==> config.mk <==
export PLATFORM = sky130hd
export DESIGN_NAME = sha256_message_digest
export DESIGN_NICKNAME = d
export VERILOG_FILES = /design/src/hw/rtl/sha_pkg.sv /design/src/hw/rtl/sha_datapath.sv /design/src/hw/rtl/sha_ctrl.sv /design/src/hw/rtl/sha256_message_digest.sv
export SDC_FILE = /design/constraint.sdc
export NUM_CORES = 2
export LEC_CHECK = 0
export ABC_AREA = 0
export BUFFER_PORTS_ARGS = -buffer_cell sky130_fd_sc_hd__buf_2
export CAP_MARGIN = 20
export CELL_PAD_IN_SITES_DETAIL_PLACEMENT = 1
export CELL_PAD_IN_SITES_GLOBAL_PLACEMENT = 1
export CORE_MARGIN = 1
export CORE_UTILIZATION = 30
export CTS_BUF_LIST = sky130_fd_sc_hd__clkbuf_8
export DETAILED_ROUTE_END_ITERATION = 6
export PLACE_DENSITY = 0.57
export SLEW_MARGIN = 20
export SYNTH_ARGS = -nofsm -noshare
export SYNTH_HDL_FRONTEND = slang
export SYNTH_SLANG_ARGS = --single-unit
export TNS_END_PERCENT = 5
==> constraint.sdc <==
create_clock -name clk -period 53.4 [get_ports clk]
set_input_delay 2.67 -clock clk [delete_from_list [all_inputs] [get_ports clk]]
set_output_delay 2.67 -clock clk [all_outputs]
set_load 0.005 [all_outputs]
==> src/hw/rtl/sha_pkg.sv <==
// sha_pkg: constants, types and round functions shared by the sha-256 block
// no dependencies
package sha_pkg;

  localparam int unsigned BlockBytes = 64;
  localparam int unsigned LenPos     = 56;
  localparam logic [7:0]  PadByte    = 8'h80;

  typedef logic [31:0] word_t;

  typedef enum logic [2:0] {
    FILL_MSG  = 3'b001,
    FILL_PAD  = 3'b010,
    FILL_ZERO = 3'b100
  } fill_sel_t;

  // controller to datapath
  typedef struct packed {
    logic      buf_wr;
    fill_sel_t buf_sel;
    logic      cnt_inc;
    logic      cnt_clr;
    logic      len_wr;
    logic      comp_start;
    logic      round_en;
    logic      chain_upd;
    logic      chain_init;
  } dp_cmd_t;

  // datapath to controller
  typedef struct packed {
    logic [5:0] fill;
    logic [5:0] round;
  } dp_stat_t;

  function automatic word_t ror(input word_t x, input int unsigned n);
    ror = (x >> n) | (x << (32 - n));
  endfunction

  function automatic word_t round_k(input logic [5:0] r);
    word_t k [64] = '{
      32'h428a2f98,32'h71374491,32'hb5c0fbcf,32'he9b5dba5,32'h3956c25b,32'h59f111f1,
      32'h923f82a4,32'hab1c5ed5,32'hd807aa98,32'h12835b01,32'h243185be,32'h550c7dc3,
      32'h72be5d74,32'h80deb1fe,32'h9bdc06a7,32'hc19bf174,32'he49b69c1,32'hefbe4786,
      32'h0fc19dc6,32'h240ca1cc,32'h2de92c6f,32'h4a7484aa,32'h5cb0a9dc,32'h76f988da,
      32'h983e5152,32'ha831c66d,32'hb00327c8,32'hbf597fc7,32'hc6e00bf3,32'hd5a79147,
      32'h06ca6351,32'h14292967,32'h27b70a85,32'h2e1b2138,32'h4d2c6dfc,32'h53380d13,
      32'h650a7354,32'h766a0abb,32'h81c2c92e,32'h92722c85,32'ha2bfe8a1,32'ha81a664b,
      32'hc24b8b70,32'hc76c51a3,32'hd192e819,32'hd6990624,32'hf40e3585,32'h106aa070,
      32'h19a4c116,32'h1e376c08,32'h2748774c,32'h34b0bcb5,32'h391c0cb3,32'h4ed8aa4a,
      32'h5b9cca4f,32'h682e6ff3,32'h748f82ee,32'h78a5636f,32'h84c87814,32'h8cc70208,
      32'h90befffa,32'ha4506ceb,32'hbef9a3f7,32'hc67178f2};
    round_k = k[r];
  endfunction

  function automatic word_t init_hash(input logic [2:0] i);
    word_t h [8] = '{32'h6a09e667,32'hbb67ae85,32'h3c6ef372,32'ha54ff53a,
                     32'h510e527f,32'h9b05688c,32'h1f83d9ab,32'h5be0cd19};
    init_hash = h[i];
  endfunction

endpackage

==> src/hw/rtl/sha_datapath.sv <==
// sha_datapath: block buffer, length counter, message schedule and round unit
// depends on sha_pkg
module sha_datapath
  import sha_pkg::*;
(
  input  logic        clk,
  input  logic        rst,
  input  dp_cmd_t     cmd,
  input  logic [7:0]  data_byte,
  input  logic [2:0]  rd_index,
  output dp_stat_t    stat,
  output word_t       rd_word
);

  // block held as sixteen big-endian words, bytes land in their lanes
  word_t       block_buffer [BlockBytes / 4];
  logic [60:0] byte_total;
  word_t       w [16];
  word_t       v [8];
  word_t       chain_value [8];
  logic [5:0]  round;
  logic [5:0]  fill;

  word_t       w_new, t1, t2, s0, s1;
  logic [63:0] bit_len;
  logic [7:0]  wr_data;

  assign bit_len = {byte_total, 3'b000};
  assign stat    = '{fill: fill, round: round};
  assign rd_word = chain_value[rd_index];

  always_comb begin
    unique case (cmd.buf_sel)
      FILL_MSG:  wr_data = data_byte;
      FILL_PAD:  wr_data = PadByte;
      default:   wr_data = 8'h00;
    endcase
  end

  // schedule kept as a shifting window: w[0] is the word for this round
  always_comb begin
    s0    = ror(w[1], 7) ^ ror(w[1], 18) ^ (w[1] >> 3);
    s1    = ror(w[14], 17) ^ ror(w[14], 19) ^ (w[14] >> 10);
    w_new = w[0] + s0 + w[9] + s1;
    t1 = v[7] + (ror(v[4], 6) ^ ror(v[4], 11) ^ ror(v[4], 25))
       + ((v[4] & v[5]) ^ (~v[4] & v[6])) + round_k(round) + w[0];
    t2 = (ror(v[0], 2) ^ ror(v[0], 13) ^ ror(v[0], 22))
       + ((v[0] & v[1]) ^ (v[0] & v[2]) ^ (v[1] & v[2]));
  end

  always_ff @(posedge clk) begin
    if (cmd.buf_wr) begin
      block_buffer[fill[5:2]][{~fill[1:0], 3'b000} +: 8] <= wr_data;
    end
    if (cmd.len_wr) begin
      block_buffer[4'(LenPos / 4)]     <= bit_len[63:32];
      block_buffer[4'(LenPos / 4 + 1)] <= bit_len[31:0];
    end
    if (cmd.comp_start) begin
      for (int j = 0; j < 16; j++) begin
        w[j] <= block_buffer[j];
      end
      for (int j = 0; j < 8; j++) begin
        v[j] <= chain_value[j];
      end
    end else if (cmd.round_en) begin
      for (int j = 0; j < 15; j++) begin
        w[j] <= w[j+1];
      end
      w[15] <= w_new;
      v[7] <= v[6];
      v[6] <= v[5];
      v[5] <= v[4];
      v[4] <= v[3] + t1;
      v[3] <= v[2];
      v[2] <= v[1];
      v[1] <= v[0];
      v[0] <= t1 + t2;
    end
  end

  always_ff @(posedge clk) begin
    if (rst) begin
      byte_total <= '0;
      fill       <= '0;
      round      <= '0;
      for (int j = 0; j < 8; j++) chain_value[j] <= init_hash(3'(j));
    end else begin
      if (cmd.cnt_clr) begin
        byte_total <= '0;
      end else if (cmd.cnt_inc) begin
        byte_total <= byte_total + 61'd1;
      end
      // buffer position advances on every written byte, pad and zero included
      if (cmd.cnt_clr) begin
        fill <= '0;
      end else if (cmd.buf_wr) begin
        fill <= fill + 6'd1;
      end
      if (cmd.comp_start) begin
        round <= '0;
      end else if (cmd.round_en) begin
        round <= round + 6'd1;
      end
      if (cmd.chain_init) begin
        for (int j = 0; j < 8; j++) chain_value[j] <= init_hash(3'(j));
      end else if (cmd.chain_upd) begin
        for (int j = 0; j < 8; j++) chain_value[j] <= chain_value[j] + v[j];
      end
    end
  end

endmodule

==> src/hw/rtl/sha_ctrl.sv <==
// sha_ctrl: sequencer for byte intake, padding, compression and digest output
// depends on sha_pkg
module sha_ctrl
  import sha_pkg::*;
(
  input  logic       clk,
  input  logic       rst,
  input  logic       valid,
  output logic       ready,
  input  logic       has_byte,
  input  logic       end_of_message,
  output logic       out_valid,
  input  logic       out_ready,
  output logic [2:0] word_index,
  output logic       last_word,
  input  dp_stat_t   stat,
  output dp_cmd_t    cmd
);

  typedef enum logic [7:0] {
    S_IDLE  = 8'b00000001,
    S_LOAD  = 8'b00000010,
    S_ROUND = 8'b00000100,
    S_UPD   = 8'b00001000,
    S_PAD   = 8'b00010000,
    S_ZERO  = 8'b00100000,
    S_LEN   = 8'b01000000,
    S_OUT   = 8'b10000000
  } state_t;

  state_t     state, state_next;
  logic       fin, fin_next;   // message closing: padding/output pending
  logic       last_blk, last_blk_next;
  logic       padded, padded_next;   // pad byte already in the buffer
  logic [2:0] widx, widx_next;
  logic       take;

  assign ready      = (state == S_IDLE);
  assign take       = valid && ready;
  assign out_valid  = (state == S_OUT);
  assign word_index = widx;
  assign last_word  = (widx == 3'd7);

  always_comb begin
    cmd           = '0;
    cmd.buf_sel   = FILL_MSG;
    state_next    = state;
    fin_next      = fin;
    last_blk_next = last_blk;
    padded_next   = padded;
    widx_next     = widx;
    unique case (state)
      S_IDLE: begin
        if (take) begin
          fin_next      = end_of_message;
          last_blk_next = 1'b0;
          padded_next   = 1'b0;
          if (has_byte) begin
            cmd.buf_wr  = 1'b1;
            cmd.cnt_inc = 1'b1;
          end
          if (has_byte && stat.fill == 6'd63) begin
            state_next = S_LOAD;
          end else if (end_of_message) begin
            state_next = S_PAD;
          end
        end
      end
      S_PAD: begin
        cmd.buf_wr  = 1'b1;
        cmd.buf_sel = FILL_PAD;
        padded_next = 1'b1;
        state_next  = (stat.fill == 6'd63) ? S_LOAD : S_ZERO;
        if (stat.fill == 6'd63) last_blk_next = 1'b0;
      end
      S_ZERO: begin
        // fill tracks buffer position, length counts message bytes only
        if (stat.fill == 6'(LenPos)) begin
          state_next = S_LEN;
        end else begin
          cmd.buf_wr  = 1'b1;
          cmd.buf_sel = FILL_ZERO;
          if (stat.fill == 6'd63) state_next = S_LOAD;
        end
      end
      S_LEN: begin
        cmd.len_wr    = 1'b1;
        last_blk_next = 1'b1;
        state_next    = S_LOAD;
      end
      S_LOAD: begin
        cmd.comp_start = 1'b1;
        state_next     = S_ROUND;
      end
      S_ROUND: begin
        cmd.round_en = 1'b1;
        if (stat.round == 6'd63) state_next = S_UPD;
      end
      S_UPD: begin
        cmd.chain_upd = 1'b1;
        if (!fin) begin
          state_next = S_IDLE;
        end else if (last_blk) begin
          widx_next  = '0;
          state_next = S_OUT;
        end else if (padded) begin
          state_next = S_ZERO;
        end else begin
          state_next = S_PAD;
        end
      end
      S_OUT: begin
        if (out_ready) begin
          widx_next = widx + 3'd1;
          if (widx == 3'd7) begin
            cmd.chain_init = 1'b1;
            cmd.cnt_clr    = 1'b1;
            fin_next       = 1'b0;
            state_next     = S_IDLE;
          end
        end
      end
      default: state_next = S_IDLE;
    endcase
  end

  always_ff @(posedge clk) begin
    if (rst) begin
      state    <= S_IDLE;
      fin      <= 1'b0;
      last_blk <= 1'b0;
      padded   <= 1'b0;
      widx     <= '0;
    end else begin
      state    <= state_next;
      fin      <= fin_next;
      last_blk <= last_blk_next;
      padded   <= padded_next;
      widx     <= widx_next;
    end
  end

  a_onehot: assert property (@(posedge clk) disable iff (rst) $onehot(state))
    else $error("state not one-hot");
  a_out_fin: assert property (@(posedge clk) disable iff (rst)
    (state == S_OUT) |-> fin && last_blk)
    else $error("digest output without closing message");
  a_round_end: assert property (@(posedge clk) disable iff (rst)
    (state == S_UPD) |-> $past(state == S_ROUND) && $past(stat.round) == 6'd63)
    else $error("compression left early");
  a_no_take_busy: assert property (@(posedge clk) disable iff (rst)
    (state != S_IDLE) |-> !ready)
    else $error("ready while busy");

endmodule

==> src/hw/rtl/sha256_message_digest.sv <==
// sha256_message_digest: top level of the byte-serial sha-256 hasher
// depends on sha_pkg, sha_ctrl, sha_datapath
// a byte that does not complete a block is taken while idle; a byte that
// completes a block is followed by a load, the round loop and a chain update
// end of message: pad and zero bytes one per cycle, then the length field
// write, then load, round loop and update per final block (one or two), then 8
// digest beats; the 64-round loop sets the throughput
// reset: chaining value to the initial hash, length count to zero, idle
module sha256_message_digest
  import sha_pkg::*;
(
  input  logic        clk,
  input  logic        rst,
  input  logic        valid,
  output logic        ready,
  input  logic [7:0]  data_byte,
  input  logic        has_byte,
  input  logic        end_of_message,
  output logic        out_valid,
  input  logic        out_ready,
  output logic [31:0] digest_word,
  output logic [2:0]  word_index,
  output logic        last_word
);

  // command and status between sequencer and datapath
  dp_cmd_t  cmd;
  dp_stat_t stat;

  // sequencer: takes one beat at a time, runs padding and the round loop
  sha_ctrl u_ctrl (
    .clk            (clk),
    .rst            (rst),
    .valid          (valid),
    .ready          (ready),
    .has_byte       (has_byte),
    .end_of_message (end_of_message),
    .out_valid      (out_valid),
    .out_ready      (out_ready),
    .word_index     (word_index),
    .last_word      (last_word),
    .stat           (stat),
    .cmd            (cmd)
  );

  // datapath: buffer, counter, schedule window, one round per cycle
  sha_datapath u_dp (
    .clk       (clk),
    .rst       (rst),
    .cmd       (cmd),
    .data_byte (data_byte),
    .rd_index  (word_index),
    .stat      (stat),
    .rd_word   (digest_word)
  );

endmodule

## Word level (Yosys, flattened, before mapping)

Memory sizes are Yosys's and may differ from the RTL's. A register that Yosys moved wholly into a read port is not among the register bits.
Cells that the tools add are included.
Widths: inputs -> output; s select.

| storage, ports and cells | value |
|---|---|
| memories kept | 5 |
| register bits after elaboration | 87 |
| ROM bits | 2048 |
| bits in writable memories | 1536 |
| word-level logic and storage cells | 249 |
| bits of input ports | 14 |

| cells by class | value |
|---|---|
| equality and inequality tests | 23 |
| reduce and logical (&&, ||, !) cells | 14 |
| multiplexer cells | 104 |
| add/sub/neg operators | 23 |
| shift operators | 2 |
| bitwise gates (word level) | 69 |
| order comparisons | 1 |

Memories:

| name | words | bits a word | rd ports | clocked after Yosys merged registers in | write ports | line | RTL |
|---|---|---|---|---|---|---|---|
| (no name shown) | 64 | 32 | 1 | 0 | 0 | sha_pkg.sv:53 | `round_k = k[r];` |
| u_dp.block_buffer | 16 | 32 | 16 | 0 | 2 | sha_datapath.sv:16 | `word_t block_buffer [BlockBytes / 4];` |
| u_dp.w | 16 | 32 | 16 | 0 | 16 | sha_datapath.sv:18 | `word_t w [16];` |
| u_dp.chain_value | 8 | 32 | 9 | 1 | 8 | sha_datapath.sv:20 | `word_t chain_value [8];` |
| u_dp.v | 8 | 32 | 8 | 0 | 8 | sha_datapath.sv:19 | `word_t v [8];` |

Operators by type and width:

| kind | count |
|---|---|
| $mux 32 | 45 |
| $add 32x32->32 | 18 |
| $xor 32x32->32 | 9 |
| $and 32x32->32 | 5 |
| $mux 8 | 10 |
| $pmux 8 s8 | 1 |
| $add 61x1->61 const B | 1 |
| $or 1x1->1 | 40 |
| $mux 1 | 32 |
| $not 32->32 | 1 |
| $or 10x32->32 | 1 |
| $or 13x32->32 | 1 |
| $or 14x32->32 | 1 |
| $or 15x32->32 | 1 |
| $or 19x32->32 | 1 |
| $or 21x32->32 | 1 |
| $or 25x32->32 | 1 |
| $or 26x32->32 | 1 |
| $or 30x32->32 | 1 |
| $or 7x32->32 | 1 |
| $reduce_or 32->1 | 1 |
| $shift 8x7->32 const A | 1 |
| $shiftx 8x7->32 | 1 |
| $xor 32x22->32 | 1 |
| 38 further kinds | 60 |

## Longest topological paths before layout

An unclocked memory read counts as a cell.

| logic depth | value |
|---|---|
| depth in word-level cells | 10 |
| gate-level depth with buffers | 39 |

## Modules after synthesis

From an unflattened synthesis, not the netlist that was laid out.

| second synthesis, totals | value |
|---|---|
| cell total of the unflattened synthesis | 8468 |
| area, all modules | 91054.8 um^2 |

Modules (own cells, without submodules):

| module | cells an instance | instances | seq. area each (um^2) | area each (um^2) |
|---|---|---|---|---|
| sha_datapath | 8357 | 1 | 47235.3 | 90149.0 |
| sha_ctrl | 111 | 1 | 280.3 | 905.9 |

## Least setup slack after synthesis

Ideal clock, no wire load.

| timing path | value |
|---|---|
| path type | flip-flop to flip-flop |
| start | register u_ctrl.state[4] |
| end | memory u_dp.v[0][0] in the netlist's numbering, enable pin |
| slack | 34.763 ns |
| arrival | 13.287 ns |
| path buffers | 0 |
| library setup time | 5.350 ns |
| clock period less this slack | 18.637 ns |
| stages on the path, launching flop included | 5 |
| cell sequence | dfxtp_1 -> nor2_1 -> and3_1 -> nand3b_1 -> nand2_1 |

RTL lines:

| item | line | RTL |
|---|---|---|
| start: declaration | sha_ctrl.sv:31 | `state_t state, state_next;` |
| start signal: assignment | sha_ctrl.sv:135 | `state <= state_next;` |
| end: declaration | sha_datapath.sv:19 |  |

==> flow_summary_export.csv <==
group,metric,value,unit
run,drv.max_cap_violation_count,0,
setup_path,setup.worst_path.start_class,"register",
route,vias_per_inst,5.11,
grt,antenna_found_initial,4,
route,drt_pass1_iterations,6,
synth,synth_cell_types,98,
worst_hold_path,worst_hold_path_type,"register to register",
power,power_total,2.71,mW
synth,synth_nets,9353,
grt,globalRoute.totalOverflow,0,
synth,netlist_instances,8743,
run_status,outcome,"finished clean",
placed_design,dp_hpwl,234,mm
setup_path,critical-path-slowest-cell,"sky130_fd_sc_hd__dfxtp_4",
sta,final.period_utilization,19.7,%
finish,seq_area,0.0476,sq mm
synth,synth_largest_type_area_fraction,49.5,%
synth,synth.yosys.seq_area_share,52.3,%
route,drt-initial-drc-count,4661,
floorplan,die_area,0.306,sq mm
sta,drv_slew,0,
finish,fraction_of_the_core_area_covered_by_cells_at_the_end_of_the_flow,33.6,%
setup_path,critical-path-max-stage-delay,810,ps
sta,final.min_clock_period,10510,ps
clocking,cts_made_buffers,304,
setup_path,worst_setup_path_class,"register to register",
synth,synth_top_flop_cell,"sky130_fd_sc_hd__edfxtp_1",
route,postRouteWirelength,321,mm
synth,synthArstFlopShare,0,%
grt,largest_net_degree_at_the_start_of_global_routing,185,
setup_path,worstPathArrival,11170,ps
clocking,cts_num_sinks,1626,
clocking,cts_resized,0,
clocking,cts_hold_buffers,0,
sta,tightest_slew,1250,ps
finish,synthToLayoutAreaGrowth,11.2,%
grt,grt_usage,20.6,%
synth,yosys_register_bits,1626,
finish,design_area,0.101,sq mm
finish,layout_common_cells,"sky130_fd_sc_hd__nand2_1, sky130_fd_sc_hd__edfxtp_1, sky130_fd_sc_hd__nor2_1",
synth,synth.largest_area_cell,"sky130_fd_sc_hd__edfxtp_1",
finish,area_of_combinational_cells_with_multiple_inputs,0.0409,sq mm
floorplan,die_h,553,um
synth,synth_top_cells_by_area,"sky130_fd_sc_hd__edfxtp_1, sky130_fd_sc_hd__nand2_1, sky130_fd_sc_hd__ha_1",
floorplan,coreArea,0.301,sq mm
route,route.detailed.wl_per_inst,24.7,um
power,power_density,26.8,mW/mm^2
finish,final.fill_count,33708,
synth,synth_warnings,0,
synth,syn_avg_cell_area,10.4,sq um
sta,setup-tns-final,0,ps
clocking,clock_tree_from_tritoncts,"yes",
floorplan,ios,52,
synth,synth-edff-count,1501,
grt,grt_pass1_wl,473,mm
setup_path,critical_path_peak_fanout,68,
sta,highest_clock_rate,95.2,MHz
route,drc,0,
finish,commonest_non_fill_non_tap_cell_in_the_layout,"sky130_fd_sc_hd__nand2_1",
clocking,clockRootBuffer,"sky130_fd_sc_hd__clkbuf_8",
sta,worst_slew_margin_rel,16.4,%
placed_design,dpl_cell_area,0.0957,sq mm
clocking,cts.clk_slew.worst_paths,60,ps
sta,finalSetupViolCount,0,
route,route.antenna.remaining_nets,0,
clocking,clock_tree.htree_level_count,5,
sta,grt_setup_unrepaired,"false",
grt,vias_in_the_first_global_route,68971,
floorplan,placementRows,201,
route,routed-via-count,66481,
finish,final_nets,9426,
sta,clock-skew-final,87.9,ps
setup_path,setup.worst_path.end_class,"register",
power,vdd.ir_drop.worst,0.0184,mV
clocking,post_cts_buffers,0,
placed_design,finalWeightedCongestion,0.906,
floorplan,die_w,553,um
synth,syn_area,0.0910,sq mm
placed_design,portbufs,51,
sta,hold_viol_final,0,
clocking,clock_latency,980,ps
finish,drive_gt1_share,7.83,%
setup_path,crit_required,54060,ps
power,p_leak,38.7,nW
floorplan,start_util,30.3,%
clocking,ctsLongestPathBuffers,4,
-- sequential cells by signal, indices dropped and copies added, names as in the netlist, named ones only --
signal	cells
u_dp.byte_total	61
u_ctrl.padded	1
u_ctrl.state	8
u_dp.round	6
u_dp.fill	6
u_ctrl.fin	1
u_dp.block_buffer	512
u_dp.v	256
u_dp.w	512
u_dp.chain_value	256
u_ctrl.word_index	3
u_ctrl.last_blk	1
-- kinds of logic after synthesis --
logic type | synth area share [%]
AOI/OAI and AO/OA | 9.81
DFF | 52.3
xor gates and xnor gates | 6.05
and+or+nand+nor | 16.3
buffers and inverters | 2.91
muxes | 2.58
adders and majority gates | 10.1
-- critical path: cells and delay by family (launching register included) --
family / cells / cell delay, ps
buffers and inverters: 3 / 860
AOI/OAI and AO/OA: 18 / 4130
DFF: 1 / 810
adders and majority gates: 6 / 2640
and+or+nand+nor: 6 / 1320
xor gates and xnor gates: 2 / 370
-- cell usage after synthesis (24+ instances only) --
cell type,n
sky130_fd_sc_hd__nand2_1,2507
sky130_fd_sc_hd__edfxtp_1,1501
sky130_fd_sc_hd__nor2_1,513
sky130_fd_sc_hd__a21oi_1,402
sky130_fd_sc_hd__ha_1,401
sky130_fd_sc_hd__xnor2_1,386
sky130_fd_sc_hd__clkbuf_1,366
sky130_fd_sc_hd__o21ai_0,348
sky130_fd_sc_hd__inv_1,302
sky130_fd_sc_hd__xor2_1,238
sky130_fd_sc_hd__fa_1,195
sky130_fd_sc_hd__a21o_1,183
sky130_fd_sc_hd__dfxtp_1,125
sky130_fd_sc_hd__nor3_1,114
sky130_fd_sc_hd__nand3_1,93
sky130_fd_sc_hd__mux4_2,69
sky130_fd_sc_hd__nand2b_1,68
sky130_fd_sc_hd__o21a_1,68
sky130_fd_sc_hd__nor2b_1,61
sky130_fd_sc_hd__a211oi_1,57
sky130_fd_sc_hd__o21ai_1,56
sky130_fd_sc_hd__or3_1,45
sky130_fd_sc_hd__o21bai_1,43
sky130_fd_sc_hd__a31oi_1,42
sky130_fd_sc_hd__and3_1,41
sky130_fd_sc_hd__mux2_2,39
sky130_fd_sc_hd__mux2i_1,35
sky130_fd_sc_hd__nand4_1,34
sky130_fd_sc_hd__buf_1,32
sky130_fd_sc_hd__o211ai_1,31
sky130_fd_sc_hd__and2_1,24
sky130_fd_sc_hd__maj3_1,24
-- per-stage QoR --
step           hold WS, ps  cells  setup WS (ps)
3_3_place_gp           469  12467          42540
3_5_place_dp           484  12468          42930
6_report               486  13002          42890
4_1_cts                483  13000          42890
5_1_grt                510  13001          42390
2_1_floorplan          450   8743          34760
-- metal layers --
layer	GRT usage, %	part of all wire [%]	routed length (um)	vias to the layer above
li1	-	-	-	30632
met1	26.7	44	141000	34067
met2	35.9	49	159000	1345
met3	2.35	3.7	11900	437
met4	6.30	3.1	9910	0
met5	0	0	0	-
-- cell type report --
type,instances,share of cell area [%]
antenna,2,0.00495
sequential,1626,47.0
clock buffer,317,4.31
tap,3958,4.89
multi-input combinational,6412,40.4
clock inverter,215,1.06
timing repair buffer,166,1.16
inverter,306,1.14
-- path summary, 6_finish.rpt --
path / start / to / slack [ps] / depth (start not counted)
hold reg to reg: u_ctrl.padded / u_ctrl.padded / 490 / 2
setup / recovery: u_dp.round[3] / u_dp.v[0][29] / 42890 / 35
hold / removal: u_ctrl.padded / u_ctrl.padded / 490 / 2
setup reg to reg: u_dp.round[3] / u_dp.v[0][29] / 42890 / 35
-- power by group --
part | switching, mW | leakage, nW | internal [mW]
clock network | 0.569 | 3.20 | 0.567
logic | 0.113 | 21.0 | 0.0441
registers | 0.00739 | 14.4 | 1.41
Note: power is estimated with default switching activity, not from simulation.
